File: src/design/ftrg_pkg.sv
package ftrg_pkg;

  // Timestamp bits that take part in the interval; the input field itself is 32 bits.
  localparam int unsigned TimeBits = 32;
  localparam int unsigned InW      = 32;
  localparam int unsigned TimeW    = (TimeBits < InW) ? TimeBits : InW;

  localparam int unsigned SmoothW  = 25;
  localparam int unsigned RungW    = 3;
  localparam int unsigned PctW     = 7;
  localparam int unsigned HoldW    = 7;
  localparam int unsigned ThrW     = 17;
  localparam int unsigned DtW      = 17;
  localparam int unsigned CfgIdxW  = 3;
  localparam int unsigned CfgDataW = 17;
  localparam int unsigned OutW     = 48;

  // Smoothing arithmetic: keep 0.9, take 0.1, both in Q16, rounded.
  localparam int unsigned DtMax    = 100000;
  localparam int unsigned EmaKeep  = 58982;
  localparam int unsigned EmaTake  = 6554;
  localparam int unsigned EmaRound = 32768;
  localparam int unsigned AccW     = 42;
  localparam int unsigned TakeW    = 34;

  localparam logic [SmoothW-1:0] SmoothReset   = 25'd4275200;
  localparam logic [RungW-1:0]   TopRung       = 3'd4;
  localparam logic [ThrW-1:0]    SlowReset     = 17'd20000;
  localparam logic [ThrW-1:0]    FastReset     = 17'd11500;
  localparam logic [HoldW-1:0]   DownHoldReset = 7'd45;
  localparam logic [HoldW-1:0]   UpHoldReset   = 7'd90;

  typedef enum logic [1:0] {
    ModeAuto   = 2'd0,
    ModeFull   = 2'd1,
    ModeEighty = 2'd2,
    ModeHalf   = 2'd3
  } mode_e;

  typedef enum logic [CfgIdxW-1:0] {
    CfgMode     = 3'd0,
    CfgSlow     = 3'd1,
    CfgFast     = 3'd2,
    CfgDownHold = 3'd3,
    CfgUpHold   = 3'd4
  } cfg_idx_e;

  typedef struct packed {
    mode_e            mode;
    logic [ThrW-1:0]  slow;
    logic [ThrW-1:0]  fast;
    logic [HoldW-1:0] down_hold;
    logic [HoldW-1:0] up_hold;
  } cfg_t;

  typedef struct packed {
    logic [RungW-1:0] rung;
    logic             changed;
    logic [HoldW-1:0] hold;
  } gov_t;

  function automatic logic [PctW-1:0] rung_percent(input logic [RungW-1:0] rung);
    logic [PctW-1:0] pct;
    case (rung)
      3'd0:    pct = 7'd40;
      3'd1:    pct = 7'd50;
      3'd2:    pct = 7'd65;
      3'd3:    pct = 7'd80;
      default: pct = 7'd100;
    endcase
    return pct;
  endfunction

endpackage

File: src/design/ftrg_ema.sv
module ftrg_ema (
  input  logic [ftrg_pkg::TimeW-1:0]   now_i,
  input  logic [ftrg_pkg::TimeW-1:0]   prev_i,
  input  logic [ftrg_pkg::SmoothW-1:0] smooth_i,
  output logic [ftrg_pkg::SmoothW-1:0] smooth_o
);

  logic [ftrg_pkg::TimeW-1:0] diff;
  logic [ftrg_pkg::DtW-1:0]   dt;
  logic [ftrg_pkg::AccW-1:0]  keep;
  logic [ftrg_pkg::TakeW-1:0] take;
  logic [ftrg_pkg::AccW-1:0]  sum;

  assign diff = now_i - prev_i;

  // A timestamp that goes backwards counts as a zero interval; long gaps saturate.
  always_comb begin
    if (now_i <= prev_i) begin
      dt = '0;
    end else if (diff > ftrg_pkg::TimeW'(ftrg_pkg::DtMax)) begin
      dt = ftrg_pkg::DtW'(ftrg_pkg::DtMax);
    end else begin
      dt = diff[ftrg_pkg::DtW-1:0];
    end
  end

  assign keep = ftrg_pkg::AccW'(smooth_i) * ftrg_pkg::AccW'(ftrg_pkg::EmaKeep);
  assign take = ftrg_pkg::TakeW'(dt) * ftrg_pkg::TakeW'(ftrg_pkg::EmaTake);
  assign sum  = keep + ftrg_pkg::AccW'({take, 8'b0})
              + ftrg_pkg::AccW'(ftrg_pkg::EmaRound);

  // Without a known previous timestamp the smoothed time is left alone.
  assign smooth_o = (prev_i != '0) ? sum[16 +: ftrg_pkg::SmoothW] : smooth_i;

endmodule

File: src/design/ftrg_gov.sv
module ftrg_gov (
  input  ftrg_pkg::cfg_t               cfg_i,
  input  logic [ftrg_pkg::RungW-1:0]   rung_i,
  input  logic [ftrg_pkg::HoldW-1:0]   hold_i,
  input  logic [ftrg_pkg::SmoothW-1:0] smooth_i,
  output ftrg_pkg::gov_t               gov_o
);

  logic [ftrg_pkg::SmoothW-1:0] slow_lim;
  logic [ftrg_pkg::SmoothW-1:0] fast_lim;
  logic [ftrg_pkg::RungW-1:0]   target;
  logic [ftrg_pkg::HoldW-1:0]   hold_next;

  assign slow_lim = {cfg_i.slow, 8'b0};
  assign fast_lim = {cfg_i.fast, 8'b0};

  always_comb begin
    target    = rung_i;
    hold_next = hold_i;
    unique case (cfg_i.mode)
      ftrg_pkg::ModeFull:   target = ftrg_pkg::TopRung;
      ftrg_pkg::ModeEighty: target = 3'd3;
      ftrg_pkg::ModeHalf:   target = 3'd1;
      default: begin
        if (hold_i != '0) begin
          hold_next = hold_i - 1'b1;
        end else if (smooth_i > slow_lim && rung_i != '0) begin
          target    = rung_i - 1'b1;
          hold_next = cfg_i.down_hold;
        end else if (smooth_i < fast_lim && rung_i < ftrg_pkg::TopRung) begin
          target    = rung_i + 1'b1;
          hold_next = cfg_i.up_hold;
        end
      end
    endcase
  end

  assign gov_o.rung    = target;
  assign gov_o.changed = (target != rung_i);
  assign gov_o.hold    = hold_next;

endmodule

File: src/design/frame_time_resolution_governor.sv
// Frame-time resolution governor.
// Each request on the s_axis channel carries one frame timestamp in microseconds.
// The block smooths the frame interval and picks a rung of a five-rung resolution
// ladder (40, 50, 65, 80, 100 percent). Every request gives exactly one result on
// m_axis: rung, scale percent, a changed flag, the smoothed time and the hold count.
// Registers are written through cfg_we_i / cfg_idx_i / cfg_wdata_i; the user must
// write them only while idle, as the block itself does not enforce this. A request
// is captured in the input register when accepted; its result is then loaded into
// the result register, which drives m_axis_tvalid. Throughput is one request per
// cycle while m_axis does not stall; the whole update is a single pass through the
// smoothing multiply, threshold compares and rung step between those two registers.
// When m_axis stalls, the result register holds and the input register still takes
// one more request; after that s_axis_tready drops until the result is taken.
// Reset brings the smoothed time to 16.7 ms, the rung to full scale, the hold to
// zero, the previous timestamp to "unknown" and all registers to their defaults.
module frame_time_resolution_governor (
  input  logic                          clk_i,
  input  logic                          rst_ni,
  input  logic                          s_axis_tvalid,
  output logic                          s_axis_tready,
  // [31:0] now_time_us
  input  logic [ftrg_pkg::InW-1:0]      s_axis_tdata,
  output logic                          m_axis_tvalid,
  input  logic                          m_axis_tready,
  // [2:0] rung, [9:3] scale_percent, [10] changed, [35:11] smoothed_time,
  // [42:36] hold_left, [47:43] zero
  output logic [ftrg_pkg::OutW-1:0]     m_axis_tdata,
  input  logic                          cfg_we_i,
  input  logic [ftrg_pkg::CfgIdxW-1:0]  cfg_idx_i,
  input  logic [ftrg_pkg::CfgDataW-1:0] cfg_wdata_i
);

  ftrg_pkg::cfg_t               cfg_q;
  logic                         in_valid_q;
  logic [ftrg_pkg::TimeW-1:0]   in_time_q;
  logic                         out_valid_q;
  logic [ftrg_pkg::OutW-1:0]    out_data_q;
  logic [ftrg_pkg::OutW-1:0]    out_data_d;
  logic [ftrg_pkg::SmoothW-1:0] smooth_q;
  logic [ftrg_pkg::SmoothW-1:0] smooth_d;
  logic [ftrg_pkg::TimeW-1:0]   prev_q;
  logic [ftrg_pkg::RungW-1:0]   rung_q;
  logic [ftrg_pkg::HoldW-1:0]   hold_q;
  ftrg_pkg::gov_t               gov;
  logic                         advance;
  logic                         s_take;

  // The held request moves on whenever the result register is free or being drained.
  assign advance       = in_valid_q && (!out_valid_q || m_axis_tready);
  assign s_axis_tready = !in_valid_q || advance;
  assign s_take        = s_axis_tvalid && s_axis_tready;

  always_ff @(posedge clk_i or negedge rst_ni) begin
    if (!rst_ni) begin
      cfg_q.mode      <= ftrg_pkg::ModeAuto;
      cfg_q.slow      <= ftrg_pkg::SlowReset;
      cfg_q.fast      <= ftrg_pkg::FastReset;
      cfg_q.down_hold <= ftrg_pkg::DownHoldReset;
      cfg_q.up_hold   <= ftrg_pkg::UpHoldReset;
    end else if (cfg_we_i) begin
      case (ftrg_pkg::cfg_idx_e'(cfg_idx_i))
        ftrg_pkg::CfgMode:     cfg_q.mode      <= ftrg_pkg::mode_e'(cfg_wdata_i[1:0]);
        ftrg_pkg::CfgSlow:     cfg_q.slow      <= cfg_wdata_i;
        ftrg_pkg::CfgFast:     cfg_q.fast      <= cfg_wdata_i;
        ftrg_pkg::CfgDownHold: cfg_q.down_hold <= cfg_wdata_i[ftrg_pkg::HoldW-1:0];
        ftrg_pkg::CfgUpHold:   cfg_q.up_hold   <= cfg_wdata_i[ftrg_pkg::HoldW-1:0];
        default: ;
      endcase
    end
  end

  always_ff @(posedge clk_i or negedge rst_ni) begin
    if (!rst_ni) begin
      in_valid_q <= 1'b0;
    end else if (s_axis_tready) begin
      in_valid_q <= s_axis_tvalid;
    end
  end

  always_ff @(posedge clk_i) begin
    if (s_take) begin
      in_time_q <= s_axis_tdata[ftrg_pkg::TimeW-1:0];
    end
  end

  ftrg_ema u_ema (
    .now_i    (in_time_q),
    .prev_i   (prev_q),
    .smooth_i (smooth_q),
    .smooth_o (smooth_d)
  );

  ftrg_gov u_gov (
    .cfg_i    (cfg_q),
    .rung_i   (rung_q),
    .hold_i   (hold_q),
    .smooth_i (smooth_d),
    .gov_o    (gov)
  );

  always_ff @(posedge clk_i or negedge rst_ni) begin
    if (!rst_ni) begin
      smooth_q <= ftrg_pkg::SmoothReset;
      prev_q   <= '0;
      rung_q   <= ftrg_pkg::TopRung;
      hold_q   <= '0;
    end else if (advance) begin
      smooth_q <= smooth_d;
      prev_q   <= in_time_q;
      rung_q   <= gov.rung;
      hold_q   <= gov.hold;
    end
  end

  assign out_data_d = {5'b0, gov.hold, smooth_d, gov.changed,
                       ftrg_pkg::rung_percent(gov.rung), gov.rung};

  always_ff @(posedge clk_i or negedge rst_ni) begin
    if (!rst_ni) begin
      out_valid_q <= 1'b0;
    end else if (advance) begin
      out_valid_q <= 1'b1;
    end else if (m_axis_tready) begin
      out_valid_q <= 1'b0;
    end
  end

  always_ff @(posedge clk_i) begin
    if (advance) begin
      out_data_q <= out_data_d;
    end
  end

  assign m_axis_tvalid = out_valid_q;
  assign m_axis_tdata  = out_data_q;

  a_rung_range: assert property (@(posedge clk_i) disable iff (!rst_ni)
    rung_q <= ftrg_pkg::TopRung)
    else $error("rung left the ladder");

  a_hold_count: assert property (@(posedge clk_i) disable iff (!rst_ni)
    (advance && cfg_q.mode == ftrg_pkg::ModeAuto && hold_q != '0)
      |=> (hold_q == $past(hold_q) - 1'b1))
    else $error("hold counter did not count down");

  a_fixed_hold: assert property (@(posedge clk_i) disable iff (!rst_ni)
    (advance && cfg_q.mode != ftrg_pkg::ModeAuto) |=> $stable(hold_q))
    else $error("hold counter moved in a fixed mode");

  a_changed_flag: assert property (@(posedge clk_i) disable iff (!rst_ni)
    advance |=> (out_valid_q && (out_data_q[10] == (rung_q != $past(rung_q)))))
    else $error("changed flag disagrees with rung update");

endmodule
File: config.mk
export PLATFORM = sky130hd
export DESIGN_NAME = frame_time_resolution_governor
export DESIGN_NICKNAME = d
export VERILOG_FILES = /design/src/design/ftrg_pkg.sv /design/src/design/ftrg_ema.sv /design/src/design/ftrg_gov.sv /design/src/design/frame_time_resolution_governor.sv
export SDC_FILE = /design/constraint.sdc
export NUM_CORES = 1
export LEC_CHECK = 0
export BUFFER_PORTS_ARGS = -buffer_cell sky130_fd_sc_hd__clkbuf_2
export CAP_MARGIN = 20
export CORE_MARGIN = 2
export CORE_UTILIZATION = 65
export DETAILED_ROUTE_END_ITERATION = 6
export PLACE_DENSITY = 0.87
export SLEW_MARGIN = 10
export SYNTH_ARGS = -nofsm -noshare
export SYNTH_HDL_FRONTEND = slang
export SYNTH_SLANG_ARGS = --single-unit
File: constraint.sdc
create_clock -name clk_i -period 26.9 [get_ports clk_i]
set_input_delay 2.69 -clock clk_i [delete_from_list [all_inputs] [get_ports clk_i]]
set_output_delay 2.69 -clock clk_i [all_outputs]
set_load 0.02 [all_outputs]
### Word-level counts from Yosys, hierarchy flattened

Index checks and enable logic that the tools add are counted.
W data, S select, Z words.

* $add $sub $neg: 6
* equality and inequality tests: 11
* order comparisons: 5
* mux-type cells: 14
* $mul: 2
* reductions and logical operators: 20

Operators with widths (number)
* $add A41 B16 Y41 const B: 1
* $add A41 B38 Y41: 1
* $mul A25 B15 Y40 const B: 1
* $mux W17: 2
* $gt A32 B17 Y1 const B: 1
* $le A32 B32 Y1: 1
* $reduce_bool A32 Y1: 1
* $sub A32 B32 Y32: 1
* $mul A17 B12 Y29 const B: 1
* $mux W7: 4
* $pmux W7 S4: 1
* $gt A25 B25 Y1: 1
* $lt A25 B25 Y1: 1
* $mux W25: 1
* $eq A3 B2 Y1 const B: 4
* $reduce_and A2 Y1: 5
* $mux W3: 3
* $pmux W3 S3: 1
* $reduce_bool A7 Y1: 1
* $sub A7 B1 Y7 const B: 1
* $eq A3 B1 Y1 const B: 2
* $logic_not A3 Y1: 2
* $eq A2 B2 Y1 const B: 2
* $logic_and A1 B1 Y1: 4
* 12 further kinds: 15

* bits of input ports: 57
* logic and storage cells: 71
* flip-flop bits (word level): 194

### Logic depth before layout (Yosys ltp)

* word-level depth: 16
* depth in mapped cells: 65
* gate-level depth less buffers: 64

### Cells and area by module

Synthesis repeated with hierarchy kept, for this count alone.

* cell total of the unflattened synthesis: 2169
* area, all modules: 22552.9 um^2

Modules (own cells, without submodules)
* ftrg_ema: area each 14076.0 um^2, instances 1, cells an instance 1594, sequential area each 0.0 um^2
* frame_time_resolution_governor: area each 6925.4 um^2, instances 1, cells an instance 349, sequential area each 5265.0 um^2
* ftrg_gov: area each 1551.5 um^2, instances 1, cells an instance 226, sequential area each 0.0 um^2

### Least setup slack after synthesis

OpenSTA, ideal clock, no wires.

* kind: reg2reg
* start point: register in_time_q[0] (netlist bit)
* end point: register out_data_q (netlist bit m_axis_tdata[36]), data pin
* arrival time: 12.758 ns
* library setup time: 0.264 ns
* slack: 13.878 ns
* cell stages (with the launch flop): 60
* required time: 26.636 ns
* period minus slack after synthesis: 13.022 ns
* cell sequence: edfxtp_1 -> inv_1 -> ha_1 -> inv_1 -> fa_1 -> a21o_1 -> a311o_1 -> a21boi_4 -> a31o_4 -> o21bai_2 -> a311o_1 -> or3_1 -> o211a_1 -> or4b_4 -> buf_6 -> clkbuf_1 -> nor2_1 -> ha_1 -> (+24 left out) -> ha_1 -> and3_1 -> nand3_1 -> o21ai_0 -> a21oi_1 -> o2111a_1 -> or3_1 -> and4_1 -> o31ai_1 -> ha_1 -> nand4_1 -> or4_1 -> o31ai_1 -> buf_4 -> mux2_2 -> mux2_2 -> o211ai_1 -> o21ai_0

RTL lines
* start, declared: RTL line frame_time_resolution_governor.sv:35 `logic [ftrg_pkg::TimeW-1:0] in_time_q;`
* start signal, assigned: RTL line frame_time_resolution_governor.sv:82 `in_time_q <= s_axis_tdata[ftrg_pkg::TimeW-1:0];`
* end signal, assigned: RTL line frame_time_resolution_governor.sv:130 `out_data_q <= out_data_d;`
* end, declared: RTL line frame_time_resolution_governor.sv:37 `logic [ftrg_pkg::OutW-1:0] out_data_q;`

==> key figures <==
Run status
  • Outcome: complete, no violations

Route
  • Final WL: about 52 mm
  • Routed via count: 16931
  • Antenna viol nets, final: 0
  • Detailed-route DRC error count: 0
  • First DRT Iteration DRCs: 1395
  • Routed vias/inst: 6.06
  • Routed WL per cell: 18.6 um
  • Drt first pass iters: 6

CTS
  • CTS buffer count: 17
  • Clk slew on worst S/H paths: 0.08 ns
  • CTS Root Cell: clkbuf_16
  • Max Root-Sink Buffers: 2
  • Worst-skew pair later-pin latency: 0.47 ns
  • CTS tree: built
  • Hold Buf Count CTS: 0
  • PostCTS Resize Cnt: 0
  • CTS sink count: 194
  • Post-CTS Setup Inserts: 0
  • H-tree depth: 4

Floorplan
  • # rows: 67
  • Vert. Die Dim: about 190 um
  • Core area: 0.0336 mm^2
  • Die X: 189 um
  • I/O pin total: 107
  • Die ar.: 0.0358 mm^2
  • Starting density of the core: 0.662

Global routing
  • Global-route wire length before repair: 87.2 mm
  • Total grt overflow: 0
  • Vias in the first global route: 17463
  • Largest net degree at the start of global routing: 89
  • GRT Total Usage: 0.306
  • Initial antenna violation count: 0

Yosys
  • Post-synth top cells: ha_1, inv_1, fa_1
  • EDFF count, synth: 75
  • Flops & latches, synth: slightly below 200
  • Post-synth ARST share: 0.613
  • Sequential cell area fraction in the yosys report: 0.236
  • Post-synth top area share: 0.210
  • Largest area contributor in the netlist: ha_1
  • Ranking of synthesized cells by area: ha_1, fa_1, dfrtp_1
  • Cell count after synthesis: 2244
  • Synth Cell Area: 0.0223 mm^2
  • Synth unique cells: 87
  • Syn_area_per_cell: 9.92 um^2
  • Most frequent cell after synthesis: ha_1
  • YS warnings: 0
  • Synth Flop Type: dfrtp_1

Critical path
  • CP Data Arrival Time: between 15 and 20 ns
  • Crit path buf inv count: 4
  • Critical path's largest stage delay: 0.79 ns
  • CP Capture Type: flip-flop
  • Delay-heaviest family, CP: compound AO/OA/AOI/OAI gates
  • Critical Path RT: 27.12 ns
  • Crit Path Max Fanout: 13
  • Slowest cell on the critical path: nor4bb_1
  • Critical path type: flip-flop to flip-flop
  • Most frequent CP cell: ha_1
  • CP startpoint kind: flip-flop
  • Register-to-Register Setup Slack: 11.76 ns

Cells and area
  • Share of layout cells above drive strength 1: 0.107
  • Sequential cell area: 0.00527 mm^2
  • Multi-input combinational cell area: 0.0155 mm^2
  • Layout area overhead: 6.97%
  • Diodes inserted: 0
  • Design Area, Final: 0.0238 mm^2
  • # fillers: 2418
  • Finished Core Util: 0.709
  • Fin nets: 2974

Place
  • Dpl ws: 12.11 ns
  • Global placement routability congestion: roughly 0.99
  • PortBufs: 101
  • DP HPWL: 41.9 mm
  • Placed inst area: 0.0232 mm^2

STA
  • Final Slew Violations: 0
  • Setup violators final: 0
  • Post-route setup TNS: 0 ns
  • Final hold viol count: 0
  • Relative slew slack: 0.336
  • Post-layout minimum cycle time: 15.14 ns
  • Final period util: 0.563
  • FMAX: 66.0 MHz
  • RSZ-0062 raised after global routing: false
  • Slew @ Worst Pin: 0.990 ns
  • Final setup margin: ~12 ns
  • Max Clock Skew: 0.0165 ns

Worst hold path
  • Type of the tightest min-delay check: flip-flop to flip-flop

Flow run
  • Max Cap Violations: 0
-- worst register-to-register path, delay by kind of cell, from the launching register on --
family / cells / cell delay, ns
AOI/OAI and AO/OA: 27 / 6.50
xor gates and xnor gates: 2 / 0.44
adders and majority gates: 11 / 3.54
buffers and inverters: 4 / 0.24
DFF: 1 / 0.36
and+or+nand+nor: 13 / 3.82
-- state kept, by name, indices dropped and copies added (netlist names) --
register,cells
hold_q,7
rung_q,3
m_axis_tdata,43
smooth_q,25
in_time_q,32
in_valid_q,1
prev_q,32
cfg_q,50
m_axis_tvalid,1
-- layout by cell type (no fill, tap or decap), types with 15 or more instances in the layout --
cell,instances
nor3_1,32
clkbuf_2,101
xor2_1,30
dfstp_2,28
xnor2_1,59
a21oi_1,109
a21o_1,50
a211oi_1,19
clkbuf_16,17
o21ai_0,128
mux2_2,44
fa_1,212
inv_1,346
edfxtp_1,75
nand4_1,19
nand3_1,21
dfrtp_1,91
nor2_1,114
ha_1,373
nand2b_1,18
nor2b_1,18
nor4_1,15
o21a_1,17
nand2_1,177
-- layer usage --
metal,vias up,share of wire,GRT usage
li1,7864,-,-
met1,8342,0.43,0.418
met2,617,0.47,0.497
met3,108,0.067,0.0484
met4,0,0.033,0.112
met5,-,0,0
-- path summary, 6_finish.rpt --
| path | startpoint | end | cells past startpoint |
|---|---|---|---|
| max in group asynchronous | rst_ni | hold_q[5] | 2 |
| min in group asynchronous | rst_ni | prev_q[1] | 1 |
| min | in_time_q[4] | prev_q[4] | 2 |
| min reg2reg | in_time_q[4] | prev_q[4] | 2 |
| max | in_time_q[0] | m_axis_tdata[9] | 57 |
| max reg2reg | in_time_q[0] | m_axis_tdata[9] | 57 |
-- cell families (layout without fill, tap and decap cells) --
logic type / Yosys count / in the layout / synth area share
buffers and inverters: 396 / 493 / 0.0684
DFF: 194 / 194 / 0.236
xor gates and xnor gates: 89 / 89 / 0.0350
muxes: 54 / 54 / 0.0271
AOI/OAI and AO/OA: 432 / 432 / 0.125
and+or+nand+nor: 493 / 493 / 0.108
other: 1 / 5 / 0.000168
adders and majority gates: 585 / 585 / 0.400
-- cell type report --
class / instances / share of cell area
Clock buffer: 17 / 0.0179
Clock inverter: 15 / 0.00599
Inverter: 349 / 0.0551
Multi-Input combinational cell: 1658 / 0.652
Sequential cell: 194 / 0.221
Tap cell: 448 / 0.0235
Timing Repair Buffer: 112 / 0.0247
-- through the flow --
stage | std cells | hold WS [ns]
global placement | 2760 | 0.465
floorplan | 2248 | 0.457
CTS | 2792 | 0.497
global route | 2793 | 0.519
finish | 2793 | 0.494
detailed placement | 2760 | 0.480
Power is not shown: default switching activity piles up to over one toggle a cycle in this logic, so the estimate is an artifact.
